## config.mk

```make
export PLATFORM = sky130hd
export DESIGN_NAME = ptw_resq
export DESIGN_NICKNAME = d
export VERILOG_FILES = /design/src/design/ptw_pkg.sv /design/src/design/ptw_resq.sv
export SDC_FILE = /design/constraint.sdc
export NUM_CORES = 1
export LEC_CHECK = 0
export BUFFER_PORTS_ARGS = -buffer_cell sky130_fd_sc_hd__buf_2
export CAP_MARGIN = 30
export CORE_MARGIN = 4
export CORE_UTILIZATION = 25
export CTS_CLUSTER_SIZE = 25
export DETAILED_ROUTE_END_ITERATION = 12
export SLEW_MARGIN = 30
export SYNTH_ARGS = -nofsm -noshare
export SYNTH_HDL_FRONTEND = slang
export SYNTH_SLANG_ARGS = --single-unit
export TNS_END_PERCENT = 10
```

## constraint.sdc

```tcl
create_clock -name clk -period 8.15 [get_ports clk]
set_input_delay 1.63 -clock clk [delete_from_list [all_inputs] [get_ports clk]]
set_output_delay 1.63 -clock clk [all_outputs]
set_load 0.05 [all_outputs]
```

## src/design/ptw_pkg.sv

```systemverilog
`timescale 1ns / 1ps
package ptw_pkg;

  localparam int TABLE_WORDS = 65536;
  localparam int TBL_AW = $clog2(TABLE_WORDS);
  localparam logic [TBL_AW-1:0] TBL_LAST = TBL_AW'(TABLE_WORDS - 1);
  // highest 4 KiB table page whose 512 words still fit in the store
  localparam logic [39:0] TBL_MAX_PAGE = 40'((TABLE_WORDS - 512) / 512);

  localparam int PTE_PRESENT = 0;
  localparam int PTE_LARGE = 7;

  localparam logic CMD_WRITE = 1'b0;
  localparam logic CMD_TRANSLATE = 1'b1;

  localparam logic REG_ROOT = 1'b0;
  localparam logic REG_ENABLE = 1'b1;

  typedef enum logic [2:0] {
    ST_WRITTEN  = 3'd0,
    ST_OK       = 3'd1,
    ST_DISABLED = 3'd2,
    ST_NONCANON = 3'd3,
    ST_ABSENT   = 3'd4,
    ST_OUTSIDE  = 3'd5
  } ptw_status_t;

  typedef enum logic [1:0] {
    PS_4K = 2'd0,
    PS_2M = 2'd1,
    PS_1G = 2'd2
  } ptw_size_t;

  typedef enum logic [1:0] {
    K_WRITE = 2'd0,
    K_WALK  = 2'd1,
    K_FAULT = 2'd2
  } ptw_kind_t;

  typedef enum logic [1:0] {
    BK_CLEAR = 2'd0,
    BK_IDLE  = 2'd1,
    BK_WALK  = 2'd2
  } ptw_bk_state_t;

  typedef struct packed {
    ptw_kind_t   kind;
    ptw_status_t status;
    logic [47:0] va;
    logic [15:0] word_index;
    logic [63:0] word_value;
  } ptw_cmd_t;

  typedef struct packed {
    ptw_status_t status;
    logic [51:0] pa;
    ptw_size_t   size;
  } ptw_res_t;

  typedef struct packed {
    logic cmd_pop;
    logic clearing;
  } ptw_bk_stat_t;

  function automatic logic [TBL_AW-1:0] tbl_index(input logic [39:0] page,
                                                  input logic [8:0] idx);
    logic [48:0] word;
    word = {page, idx};
    return word[TBL_AW-1:0];
  endfunction

  function automatic logic page_outside(input logic [39:0] page);
    return page > TBL_MAX_PAGE;
  endfunction

endpackage

```

## src/design/ptw_resq.sv

```systemverilog
`timescale 1ns / 1ps
module ptw_resq import ptw_pkg::*; (
  input  logic        clk,
  input  logic        rst,
  input  logic        res_push,
  input  ptw_res_t    res,
  output logic        res_space,
  input  logic        pop,
  output logic        empty,
  output logic [2:0]  status,
  output logic [51:0] phys_addr,
  output logic [1:0]  page_size
);

  ptw_res_t   q_data [2];
  ptw_res_t   head;
  logic       wr_ptr;
  logic       rd_ptr;
  logic [1:0] count;
  logic       pop_ok;

  assign empty = (count == 2'd0);
  assign res_space = (count != 2'd2);
  assign pop_ok = pop && !empty;
  assign head = q_data[rd_ptr];
  assign status = head.status;
  assign phys_addr = head.pa;
  assign page_size = head.size;

  always_ff @(posedge clk) begin
    if (rst) begin
      wr_ptr <= 1'b0;
      rd_ptr <= 1'b0;
      count <= 2'd0;
    end else begin
      if (res_push) begin
        wr_ptr <= !wr_ptr;
      end
      if (pop_ok) begin
        rd_ptr <= !rd_ptr;
      end
      count <= count + {1'b0, res_push} - {1'b0, pop_ok};
    end
  end

  always_ff @(posedge clk) begin
    if (res_push) begin
      q_data[wr_ptr] <= res;
    end
  end

endmodule

```

### After elaboration in Yosys (flattened, before gate mapping)

Memories as Yosys holds them, arrays and structs flattened. A register that Yosys moved wholly into a read port is not among the register bits.
Index checks and enable logic that the tools add are counted.

* register bits: 4
* bits in latches: 0
* bits in writable memories: 114
* bits in read-only memories: 0
* bits of input ports: 61
* output and inout bits: 59
* logic and storage cells: 16
* memories kept: 1

* add/subtract/negate cells: 2
* multipliers: 0
* div/mod/pow operators: 0
* $lt $le $gt $ge: 0
* eq/ne operators: 1
* shifts and indexed selects: 0
* muxes and demuxes: 4
* bitwise logic cells: 0
* reductions and logical operators: 5

Memory list
* q_data: words 2, width 57, read ports 1, clocked after Yosys merged registers in 1, write ports 1, RTL line ptw_resq.sv:15 `ptw_res_t q_data [2];`

Operators by type and width (count)
* $mux 1: 4
* $logic_not 1->1: 3
* $add 2x1->2: 1
* $logic_not 2->1: 1
* $ne 2x2->1 const B: 1
* $sub 2x1->2: 1
* $logic_and 1x1->1: 1

### Depth between registers and ports, before layout

* word-level depth: 5
* depth in mapped cells: 6
* mapped depth without buffers: 6

### Least setup slack after synthesis

OpenSTA, ideal clock, no wires.

* path kind: in2reg
* start point: in res_push
* end point: mem q_data[0][0] (netlist bit), enable pin
* setup time: 0.479 ns
* arrival: 4.145 ns
* data required time: 7.671 ns
* path slack: 3.526 ns
* stages: 1
* path buffers: 0
* cell sequence: nor2b_1

* longest elaborated chain between the ends: 2

RTL lines
* start, declared: RTL line ptw_resq.sv:5 `input logic res_push,`
* $mux 1: RTL line ptw_resq.sv:47 `if (res_push) begin`
* $mux 1 (not written as such): RTL line ptw_resq.sv:48 `q_data[wr_ptr] <= res;`
* end, declared: RTL line ptw_resq.sv:15

Every way passes these cells.

==> metrics.md <==
| Metric | Value |
|---|---|
| Max Fanout on Critical Path | 32 |
| Sw Ratio | 0.313 |
| Maximum clock rate | 280 MHz |
| Max Transition Viols Final | 0 |
| Reg-to-reg slack, setup | 6.21 ns |
| First-pass GRT wire length | roughly 13000 um |
| Vias | 2249 |
| Syn_area_per_cell | 22.4 um2 |
| Synth cell types | 15 |
| Final setup vio count | 0 |
| CTS sink cnt | between 100 and 150 |
| Final HPWL DP | ~5500 um |
| Met1 Use GR | 0.0996 |
| Least-Margin Pin Slew | 0.734 ns |
| PortBufs | 119 |
| Crit path launch type | flop |
| Switching power | 0.620 mW |
| Full die area | approximately 20000 um2 |
| Pint | ~1.4 mW |
| # rows | 48 |
| Synthesized cell area | 4470 um2 |
| Diodes inserted | 0 |
| Multi-input gate area | 893 um2 |
| GRT overflow | 0 |
| Commonest cells after routing, fill and taps aside | buf_2 (119), edfxtp_1 (114), mux2_4 (30) |
| Worst EP arrival | approximately 1.9 ns |
| Starting Density | 0.257 |
| Worst-case clock skew | between 0.005 and 0.006 ns |
| Antenna violations before repair | 0 |
| Post-Layout Cell Count | 571 |
| RePlAce Congestion | around 0.69 |
| Syn_nets | between 200 and 300 |
| Resized cells post-CTS | 0 |
| Sequential share of power | 0.379 |
| Hold Crit Start | wr_ptr$_SDFFE_PP0P_ |
| Area delta synth->final | 32.1% |
| Placed cells | 540 |
| Power Dens Cells | 336 nW/um2 |
| Comb power frac | 0.262 |
| Cts bufs inserted | 17 |
| Layout Utilization | 0.339 |
| Worst R2R Path Depth | 2 |
| Wire per inst | ~15 um |
| M3 GR Usage | 0.0455 |
| Relative slew slack | 0.510 |
| Share of cells above drive strength 1 | 0.604 |
| GRT busiest layer | met2 |
| Final Critical Period | roughly 3.6 ns |
| DP Area | ~5300 um2 |
| Sum of negative setup slack | 0 ns |
| Initial drt markers | 75 |
| Root Buffer | clkbuf_16 |
| Clock-pin slew on the worst setup and hold paths | 0.05 ns |
| FF/Latch Area | 3530 um2 |
| Prevailing post-synth register cell | edfxtp_1 |
| Final instance area | around 5900 um2 |
| Worst vdd ir | 0.235 mV |
| Syn Inst Count | 200 |
| Ys async rst share | 0 |
| Leakage | 2.26 nW |
| Clk_lat worst skew | about 0.40 ns |
| Unrepaired setup endpoints after global routing | false |
| Synthesis-stage register bit count | between 100 and 150 |
| Post-route ant nets | 0 |
| I/O pin cnt | 120 |
| Crit Path Category | flop to primary output |
| Synth warn | 0 |
| NumNets Final | between 300 and 400 |
| Residual DRC | 0 |
| Most common cell after layout, fill and taps aside | buf_2 |
| Sequential element share of the synthesized area | 0.788 |
| Run status | complete, no violations |
| Pin count of the biggest net entering global routing | a little under 60 |
| Vias per cell | a little under 4 |
| Clock tree buffer depth | 2 |
| # fillers | about 1700 |
| Max Cap Viol | 0 |
| Final WL | between 8000 and 9000 um |
| Clock Power Share | 0.360 |
| Vias in the first global route | around 2500 |
| Die Y | 142 um |
| Worst Path Required | roughly 6.5 ns |
| Total track usage | 0.0891 |
| Final hold viol count | 0 |
| Number of synthesized flops with an enable pin | around 110 |
| H-tree depth | 4 |
| Post-CTS Hold Buffers | 0 |
| Met2 GRT Util | 0.143 |
| Worst hold path depth | 2 |
| Overall Power | 1.98 mW |
| Die Span X | 142 um |
| Drt pass-1 iters | 4 |
| Post-CTS Setup Bufs | 0 |
| HP Class | flop to flop |
| RR Startpoint | wr_ptr$_SDFFE_PP0P_ |
| Worst setup EP type | primary output |
| Core area | 17400 um2 |
| TritonCTS clock tree | done |
| Final Cycle Share | 0.438 |
## final cells by class
| class | count | share of cell area |
|---|---|---|
| Timing Repair Buffer | 122 | 0.107 |
| Clock inverter | 13 | 0.0235 |
| Tap cell | 225 | 0.0477 |
| Multi-Input combinational cell | 73 | 0.151 |
| Inverter | 2 | 0.00127 |
| Sequential cell | 119 | 0.597 |
| Clock buffer | 17 | 0.0720 |
## kinds of logic after synthesis
logic type / share of synthesized area
flip-flops: 0.788
AO/OA/AOI/OAI: 0.00168
AND/OR/NAND/NOR: 0.00980
adder cells (fa/ha/maj): 0.00560
buffers and inverters: 0.0140
multiplexers: 0.174
XOR/XNOR: 0.00700
## critical path, stage by stage, from the launching register on
cell and delay [ns]:
dfxtp_4 0.60, buf_12 0.30, mux2_2 0.39, buf_2 0.22
## state kept, by name, indices dropped and copies added, names as in the netlist, named ones only
signal	cells
q_data	114
count	2
rd_ptr	1
wr_ptr	1
## final timing paths
kind	endpoint
hold reg to reg	wr_ptr$_SDFFE_PP0P_
setup reg to reg	q_data[1][4]$_DFFE_PP_
hold / removal	wr_ptr$_SDFFE_PP0P_
setup / recovery	page_size[0]
## per-layer routing
layer | vias to the layer above | share of wire
li1 | 1054 | -
met1 | 1100 | 0.42
met2 | 83 | 0.48
met3 | 12 | 0.080
met4 | 0 | 0.017
met5 | - | 0
## cell usage after synthesis, types with 2 or more instances
| cell type | n | area share |
|---|---|---|
| nor2b_1 | 3 | 0.0042 |
| dfxtp_1 | 5 | 0.022 |
| inv_1 | 2 | 0.0017 |
| nor2_1 | 4 | 0.0034 |
| mux2_2 | 29 | 0.073 |
| ha_1 | 2 | 0.0056 |
| buf_6 | 4 | 0.010 |
| buf_2 | 2 | 0.0022 |
| edfxtp_1 | 114 | 0.77 |
| mux2_4 | 30 | 0.10 |
## stage by stage
step / hold slack (ns) / setup slack [ns]
3_3_place_gp: 0.568 / 4.77
5_1_grt: 0.635 / 4.46
2_1_floorplan: 0.496 / 3.53
3_5_place_dp: 0.595 / 4.74
4_1_cts: 0.608 / 4.37
6_report: 0.600 / 4.58
## power by group through the flow
| stage | clock network (mW) | registers, mW | logic [mW] |
|---|---|---|---|
| floorplan | 0 | 0.744 | 0.440 |
| global placement | 0 | 0.786 | 0.494 |
| detailed placement | 0 | 0.789 | 0.498 |
| CTS | 0.736 | 0.778 | 0.499 |
| global route | 0.767 | 0.757 | 0.547 |
| finish | 0.713 | 0.751 | 0.519 |
(Power assumes the default switching activity.)
