File: config.mk
export PLATFORM = sky130hd
export DESIGN_NAME = ptw_front
export DESIGN_NICKNAME = d
export VERILOG_FILES = /design/src/design/ptw_pkg.sv /design/src/design/ptw_front.sv
export SDC_FILE = /design/constraint.sdc
export NUM_CORES = 1
export LEC_CHECK = 0
export ABC_CLOCK_PERIOD_IN_PS = 8550
export BUFFER_PORTS_ARGS = -buffer_cell sky130_fd_sc_hd__buf_4
export CORE_UTILIZATION = 53
export CTS_BUF_LIST = sky130_fd_sc_hd__clkbuf_8
export DETAILED_ROUTE_END_ITERATION = 10
export GPL_ROUTABILITY_DRIVEN = 0
export PLACE_DENSITY = 0.92
export SLEW_MARGIN = 10
export SYNTH_ARGS = -nofsm -noshare
export SYNTH_HDL_FRONTEND = slang
export SYNTH_SLANG_ARGS = --single-unit
File: constraint.sdc
create_clock -name clk -period 8.55 [get_ports clk]
set_input_delay 1.2825 -clock clk [delete_from_list [all_inputs] [get_ports clk]]
set_output_delay 1.2825 -clock clk [all_outputs]
set_load 0.02 [all_outputs]
File: src/design/ptw_pkg.sv
`timescale 1ns / 1ps
package ptw_pkg;

  localparam int TABLE_WORDS = 65536;
  localparam int TBL_AW = $clog2(TABLE_WORDS);
  localparam logic [TBL_AW-1:0] TBL_LAST = TBL_AW'(TABLE_WORDS - 1);
  // highest 4 KiB table page whose 512 words still fit in the store
  localparam logic [39:0] TBL_MAX_PAGE = 40'((TABLE_WORDS - 512) / 512);

  localparam int PTE_PRESENT = 0;
  localparam int PTE_LARGE = 7;

  localparam logic CMD_WRITE = 1'b0;
  localparam logic CMD_TRANSLATE = 1'b1;

  localparam logic REG_ROOT = 1'b0;
  localparam logic REG_ENABLE = 1'b1;

  typedef enum logic [2:0] {
    ST_WRITTEN  = 3'd0,
    ST_OK       = 3'd1,
    ST_DISABLED = 3'd2,
    ST_NONCANON = 3'd3,
    ST_ABSENT   = 3'd4,
    ST_OUTSIDE  = 3'd5
  } ptw_status_t;

  typedef enum logic [1:0] {
    PS_4K = 2'd0,
    PS_2M = 2'd1,
    PS_1G = 2'd2
  } ptw_size_t;

  typedef enum logic [1:0] {
    K_WRITE = 2'd0,
    K_WALK  = 2'd1,
    K_FAULT = 2'd2
  } ptw_kind_t;

  typedef enum logic [1:0] {
    BK_CLEAR = 2'd0,
    BK_IDLE  = 2'd1,
    BK_WALK  = 2'd2
  } ptw_bk_state_t;

  typedef struct packed {
    ptw_kind_t   kind;
    ptw_status_t status;
    logic [47:0] va;
    logic [15:0] word_index;
    logic [63:0] word_value;
  } ptw_cmd_t;

  typedef struct packed {
    ptw_status_t status;
    logic [51:0] pa;
    ptw_size_t   size;
  } ptw_res_t;

  typedef struct packed {
    logic cmd_pop;
    logic clearing;
  } ptw_bk_stat_t;

  function automatic logic [TBL_AW-1:0] tbl_index(input logic [39:0] page,
                                                  input logic [8:0] idx);
    logic [48:0] word;
    word = {page, idx};
    return word[TBL_AW-1:0];
  endfunction

  function automatic logic page_outside(input logic [39:0] page);
    return page > TBL_MAX_PAGE;
  endfunction

endpackage

File: src/design/ptw_front.sv
`timescale 1ns / 1ps
module ptw_front import ptw_pkg::*; (
  input  logic         clk,
  input  logic         rst,
  input  logic         push,
  output logic         full,
  input  logic         command,
  input  logic [63:0]  virt_addr,
  input  logic [15:0]  word_index,
  input  logic [63:0]  word_value,
  input  logic         walker_enable,
  input  ptw_bk_stat_t bk_stat,
  output logic         cmd_valid,
  output ptw_cmd_t     cmd
);

  ptw_cmd_t   q_data [2];
  logic       wr_ptr;
  logic       rd_ptr;
  logic [1:0] count;
  logic       push_ok;
  logic       pop_ok;
  logic       canonical;
  ptw_cmd_t   new_cmd;

  assign full = bk_stat.clearing || (count == 2'd2);
  assign push_ok = push && !full;
  assign pop_ok = bk_stat.cmd_pop && cmd_valid;
  assign cmd_valid = (count != 2'd0);
  assign cmd = q_data[rd_ptr];

  // bits 63..47 all equal
  assign canonical = (virt_addr[63:47] == '0) || (virt_addr[63:47] == '1);

  always_comb begin
    new_cmd.kind = K_WALK;
    new_cmd.status = ST_OK;
    new_cmd.va = virt_addr[47:0];
    new_cmd.word_index = word_index;
    new_cmd.word_value = word_value;
    if (command == CMD_WRITE) begin
      new_cmd.kind = K_WRITE;
      new_cmd.status = ST_WRITTEN;
    end else if (!walker_enable) begin
      new_cmd.kind = K_FAULT;
      new_cmd.status = ST_DISABLED;
    end else if (!canonical) begin
      new_cmd.kind = K_FAULT;
      new_cmd.status = ST_NONCANON;
    end
  end

  always_ff @(posedge clk) begin
    if (rst) begin
      wr_ptr <= 1'b0;
      rd_ptr <= 1'b0;
      count <= 2'd0;
    end else begin
      if (push_ok) begin
        wr_ptr <= !wr_ptr;
      end
      if (pop_ok) begin
        rd_ptr <= !rd_ptr;
      end
      count <= count + {1'b0, push_ok} - {1'b0, pop_ok};
    end
  end

  always_ff @(posedge clk) begin
    if (push_ok) begin
      q_data[wr_ptr] <= new_cmd;
    end
  end

endmodule

== Word level (Yosys, flattened, before mapping) ==
Memory sizes are Yosys's and may differ from the RTL's. A register that Yosys moved wholly into a read port is not among the register bits.
Index checks and enable logic that the tools add are counted.

* Flip-flop bits (word level): 4
* Memory bits (writable): 266
* Input bits: 151
* Output and inout port bits: 135
* Logic and storage cells: 24
* Memories: 1

{| class="wikitable"
|+ Memory list
! memory !! depth !! width !! rd ports !! clocked after memory_dff !! wr ports !! RTL line !! text
|-
| q_data || 2 || 133 || 1 || 1 || 1 || ptw_front.sv:17 || <nowiki>ptw_cmd_t q_data [2];</nowiki>
|}

* Add/subtract/negate cells: 2
* Equality and inequality tests: 2
* Muxes and demuxes: 7
* Reductions and logical operators: 9

{| class="wikitable"
|+ Operators by type and width
! operator !! count
|-
| 17-bit equality test (second input constant) || 1
|-
| 17-bit logical NOT || 1
|-
| 5-bit 2-to-1 mux || 3
|-
| 1-bit 2-to-1 mux || 4
|-
| 1-bit logical NOT || 3
|-
| 2-bit by 1-bit adder with 2-bit output || 1
|-
| 2-bit equality test (second input constant) || 1
|-
| 1-bit logical AND || 2
|-
| 1-bit logical OR || 2
|-
| 2-bit nonzero test || 1
|-
| 2-bit by 1-bit subtractor with 2-bit output || 1
|}

== Longest topological paths before layout ==
* Word-level depth: 6
* Depth in mapped cells: 8

== Worst setup path before layout ==
Ideal clock, no wire load.

* Path type: input to register
* Start: input bk_stat[0] in the netlist's numbering
* End: memory q_data[0][0] in the netlist's numbering, enable pin
* Arrival time: 6.968 ns
* Data required time: 7.927 ns
* Slack: 0.958 ns
* Cell stages on the path: 3
* Path buffers: 0
* Path through: inv_1 -> o211ai_1 -> nor2_1

* Word-level cells in the longest chain between the ends: 5

{| class="wikitable"
|+ RTL lines
! item !! RTL line !! text
|-
| start: declaration || ptw_front.sv:12 || <nowiki>input ptw_bk_stat_t bk_stat,</nowiki>
|-
| 1-bit logical OR || ptw_front.sv:26 || <nowiki>assign full = bk_stat.clearing || (count == 2'd2);</nowiki>
|-
| 1-bit logical NOT || ptw_front.sv:27 || <nowiki>assign push_ok = push && !full;</nowiki>
|-
| 1-bit logical AND || ptw_front.sv:27 ||
|-
| 1-bit 2-to-1 mux || ptw_front.sv:70 || <nowiki>if (push_ok) begin</nowiki>
|-
| 1-bit 2-to-1 mux (implied by the code) || ptw_front.sv:71 || <nowiki>q_data[wr_ptr] <= new_cmd;</nowiki>
|-
| end: declaration || ptw_front.sv:17 ||
|}

No other way between the ends.

==> qor.yml <==
status:
  status: "finished, final reports clean"
sta:
  grt_setup_unrepaired: "no"
  worst_slew_pin_slew_ps: 967
  max_slew_margin_pct: 35.6
  max_freq_mhz: 239
  post-route-min-period_ps: 4180
  fin_crit_sh_pct: 48.9
  setup_violations: 0
  slew_viol_final: 0
  hold_viol: 0
  fin_setup_tns_ps: 0
  clock_skew_ps: 6.51
synth:
  syn-cell-area_um2: 9770
  synthSimpleGateAreaFrac_pct: 1.38
  synth_seq_cells: 267
  synth-edff-count: 262
  synthAdderAreaFrac_pct: 0.256
  avgSynthCellArea_um2: 21.6
  synth_top_family_by_area: "multiplexers"
  synth.distinct_cells: 22
  synth-compound-area-share_pct: 0.218
  yosys_most_used_dff: "edfxtp_1"
  async_flop_share_pct: 0
  synth_xor_area_share_pct: 0.359
  ys_warn_count: 0
  synth.area.mux_share_pct: 15.1
  synth_fp_nets: 606
  syn_inst: 453
  yosysSeqAreaShare_pct: 81.6
min_path:
  min_path_type: "register to register"
  hp-start: "rd_ptr$_SDFFE_PP0P_"
  whs_path_depth: 2
global_route:
  track_usage_pct: 19.5
  grt_pass1_wl_um: 27500
  grt_max_degree: 74
  grt_overflow: 0
  antenna_found_initial: 0
  grt_pass1_vias: 5497
clock_network:
  cts-root-buf: "clkbuf_8"
  cts-resized-gates: 0
  clock_sinks: 267
  numCtsBuffers: 41
  clkSlewWorstSetupHoldPaths_ps: 60
  hold_buffers: 0
  clk_latency_ps: 500
  clockBufferDepth: 3
  cts_setup_buffers: 0
  cts_tree: "yes"
  htreeDepth: 2
finish:
  mostFrequentLayoutCells: "buf_4, edfxtp_1, mux2_2"
  finalNetCount: 921
  layout-area-overhead-vs-synth_pct: 31.4
  num_antenna_cells: 0
  instances_no_fill: 1022
  final_common_cell: "buf_4"
  drive_gt1_share_pct: 58.9
critical_path:
  cp.arrival_ps: 2890
  critPathCaptureType: "primary output"
  critPathKind: "register to primary output"
  reg2reg_depth: 4
  critical_path.top_delay_family: "buffers and inverters"
  slowest_stage: "dfxtp_4"
  path_cells: "buf_4 -> mux2_2 -> buf_4"
  cp-start-kind: "register"
  r2r-start: "count[1]$_SDFF_PP0_"
  r2r_slack_ps: 6450
  path_max_fanout: 73
  cp.required_ps: 7270
  critPathBufInv: 2
  cp_common_cell: "buf_4"
  slowest_delay_ps: 840
  timing.rr.end: "q_data[0][65]$_DFFE_PP_"
detailed_routing:
  firstDrtPassIters: 4
  drtIter0Drc: 211
  ant_nets: 0
  drc: 0
  vias: 5254
  drt-total-wl_um: 19300
  vias_per_cell: 5.14
  wl_per_cell_um: 18.8
power:
  p_sw_share_pct: 28.5
  clock_power_share_pct: 25.5
  p_comb_share_pct: 27.7
  switchingPower_mw: 0.986
  ir_worst_vdd_uv: 191
  p_seq_share_pct: 46.8
  power.leakage_nw: 4.80
  p_int_mw: 2.47
  power_mw: 3.46
  power_density_nw_per_um2: 269
floorplan:
  pin_count: 286
  coreArea_um2: 18000
  rows: 49
  fp.dieW_um: 138
  start_util_pct: 54.2
  fp.dieH_um: 138
  dieArea_um2: 19000
placement:
  dp_hpwl_um: 13000
  dp.cells: 954
  portBuffers: 284
job:
  cap_violations: 0
cell type report:
class | instances | area [um2]
clock inverter | 26 | 98.8
fill | 1124 | 5190
sequential | 267 | 7970
multi-input combinational | 165 | 1710
inverter | 4 | 15.0
tap | 229 | 287
timing repair buffer | 289 | 2170
clock buffer | 42 | 578
power groups by stage:
stage | Sequential [mW] | Combinational (mW) | Clock (mW)
5_1_grt | 1.63 | 1.01 | 0.955
4_1_cts | 1.62 | 0.966 | 0.906
3_3_place_gp | 1.64 | 0.938 | 0
6_report | 1.62 | 0.957 | 0.882
2_1_floorplan | 1.61 | 0.608 | 0
3_5_place_dp | 1.65 | 0.960 | 0
metal layers:
layer	part of all wire [%]	wire length (um)	global-route usage [%]	vias to the layer above
met4	2.9	560	8.21	0
li1	-	-	-	2421
met2	53	10200	35.0	224
met1	36	6960	21.3	2561
met5	0	0	0	-
met3	8.1	1550	6.11	48
worst min-delay path: stages (launching register included):
cell     delay [ps]
dfxtp_1         320
xnor2_1          80
nor2_1           80
cell families after synthesis:
| family | after synthesis |
|---|---|
| DFF | 267 |
| muxes | 131 |
| and+or+nand+nor | 24 |
| buffers and inverters | 21 |
| xor gates and xnor gates | 4 |
| AOI/OAI and AO/OA | 3 |
| adders and majority gates | 2 |
| other | 1 |
metrics by stage:
step	util (%)	area (um2)	hold slack [ps]	worst slack, ps
2_1_floorplan	-	9770	481	958
3_3_place_gp	67.4	12200	497	4960
3_5_place_dp	67.4	12200	515	4910
4_1_cts	71.2	12800	529	4350
5_1_grt	71.2	12800	557	4220
6_report	71.2	12800	523	4370
worst max-delay path by stage:
| stage | from | to | slack [ps] | cells past startpoint |
|---|---|---|---|---|
| 3_5_place_dp | register | cmd[88] | 4910 | 3 |
| 2_1_floorplan | bk_stat[0] | q_data[0][0]$_DFFE_PP_ | 960 | 3 |
| 4_1_cts | register | cmd[55] | 4350 | 3 |
| 6_report | register | cmd[120] | 4370 | 3 |
| 3_3_place_gp | register | cmd[88] | 4960 | 3 |
| 5_1_grt | register | cmd[120] | 4220 | 3 |
Yosys cell counts, types with 2 or more instances:
| master | instances | area share (%) |
|---|---|---|
| nor2b_1 | 2 | 0.13 |
| edfxtp_1 | 262 | 81 |
| nand4_1 | 5 | 0.32 |
| buf_2 | 14 | 0.72 |
| ha_1 | 2 | 0.26 |
| or4_1 | 2 | 0.15 |
| and2_1 | 3 | 0.19 |
| mux2_2 | 131 | 15 |
| inv_1 | 4 | 0.15 |
| nor4_1 | 2 | 0.13 |
| nor2_1 | 7 | 0.27 |
| dfxtp_1 | 5 | 1.0 |
| buf_4 | 2 | 0.15 |
| xnor2_1 | 4 | 0.36 |
state kept, by name (all words and copies together), names as in the netlist, named ones only:
register and cells:
q_data 262, count 2, wr_ptr 1, rd_ptr 1
(Power assumes the default switching activity.)
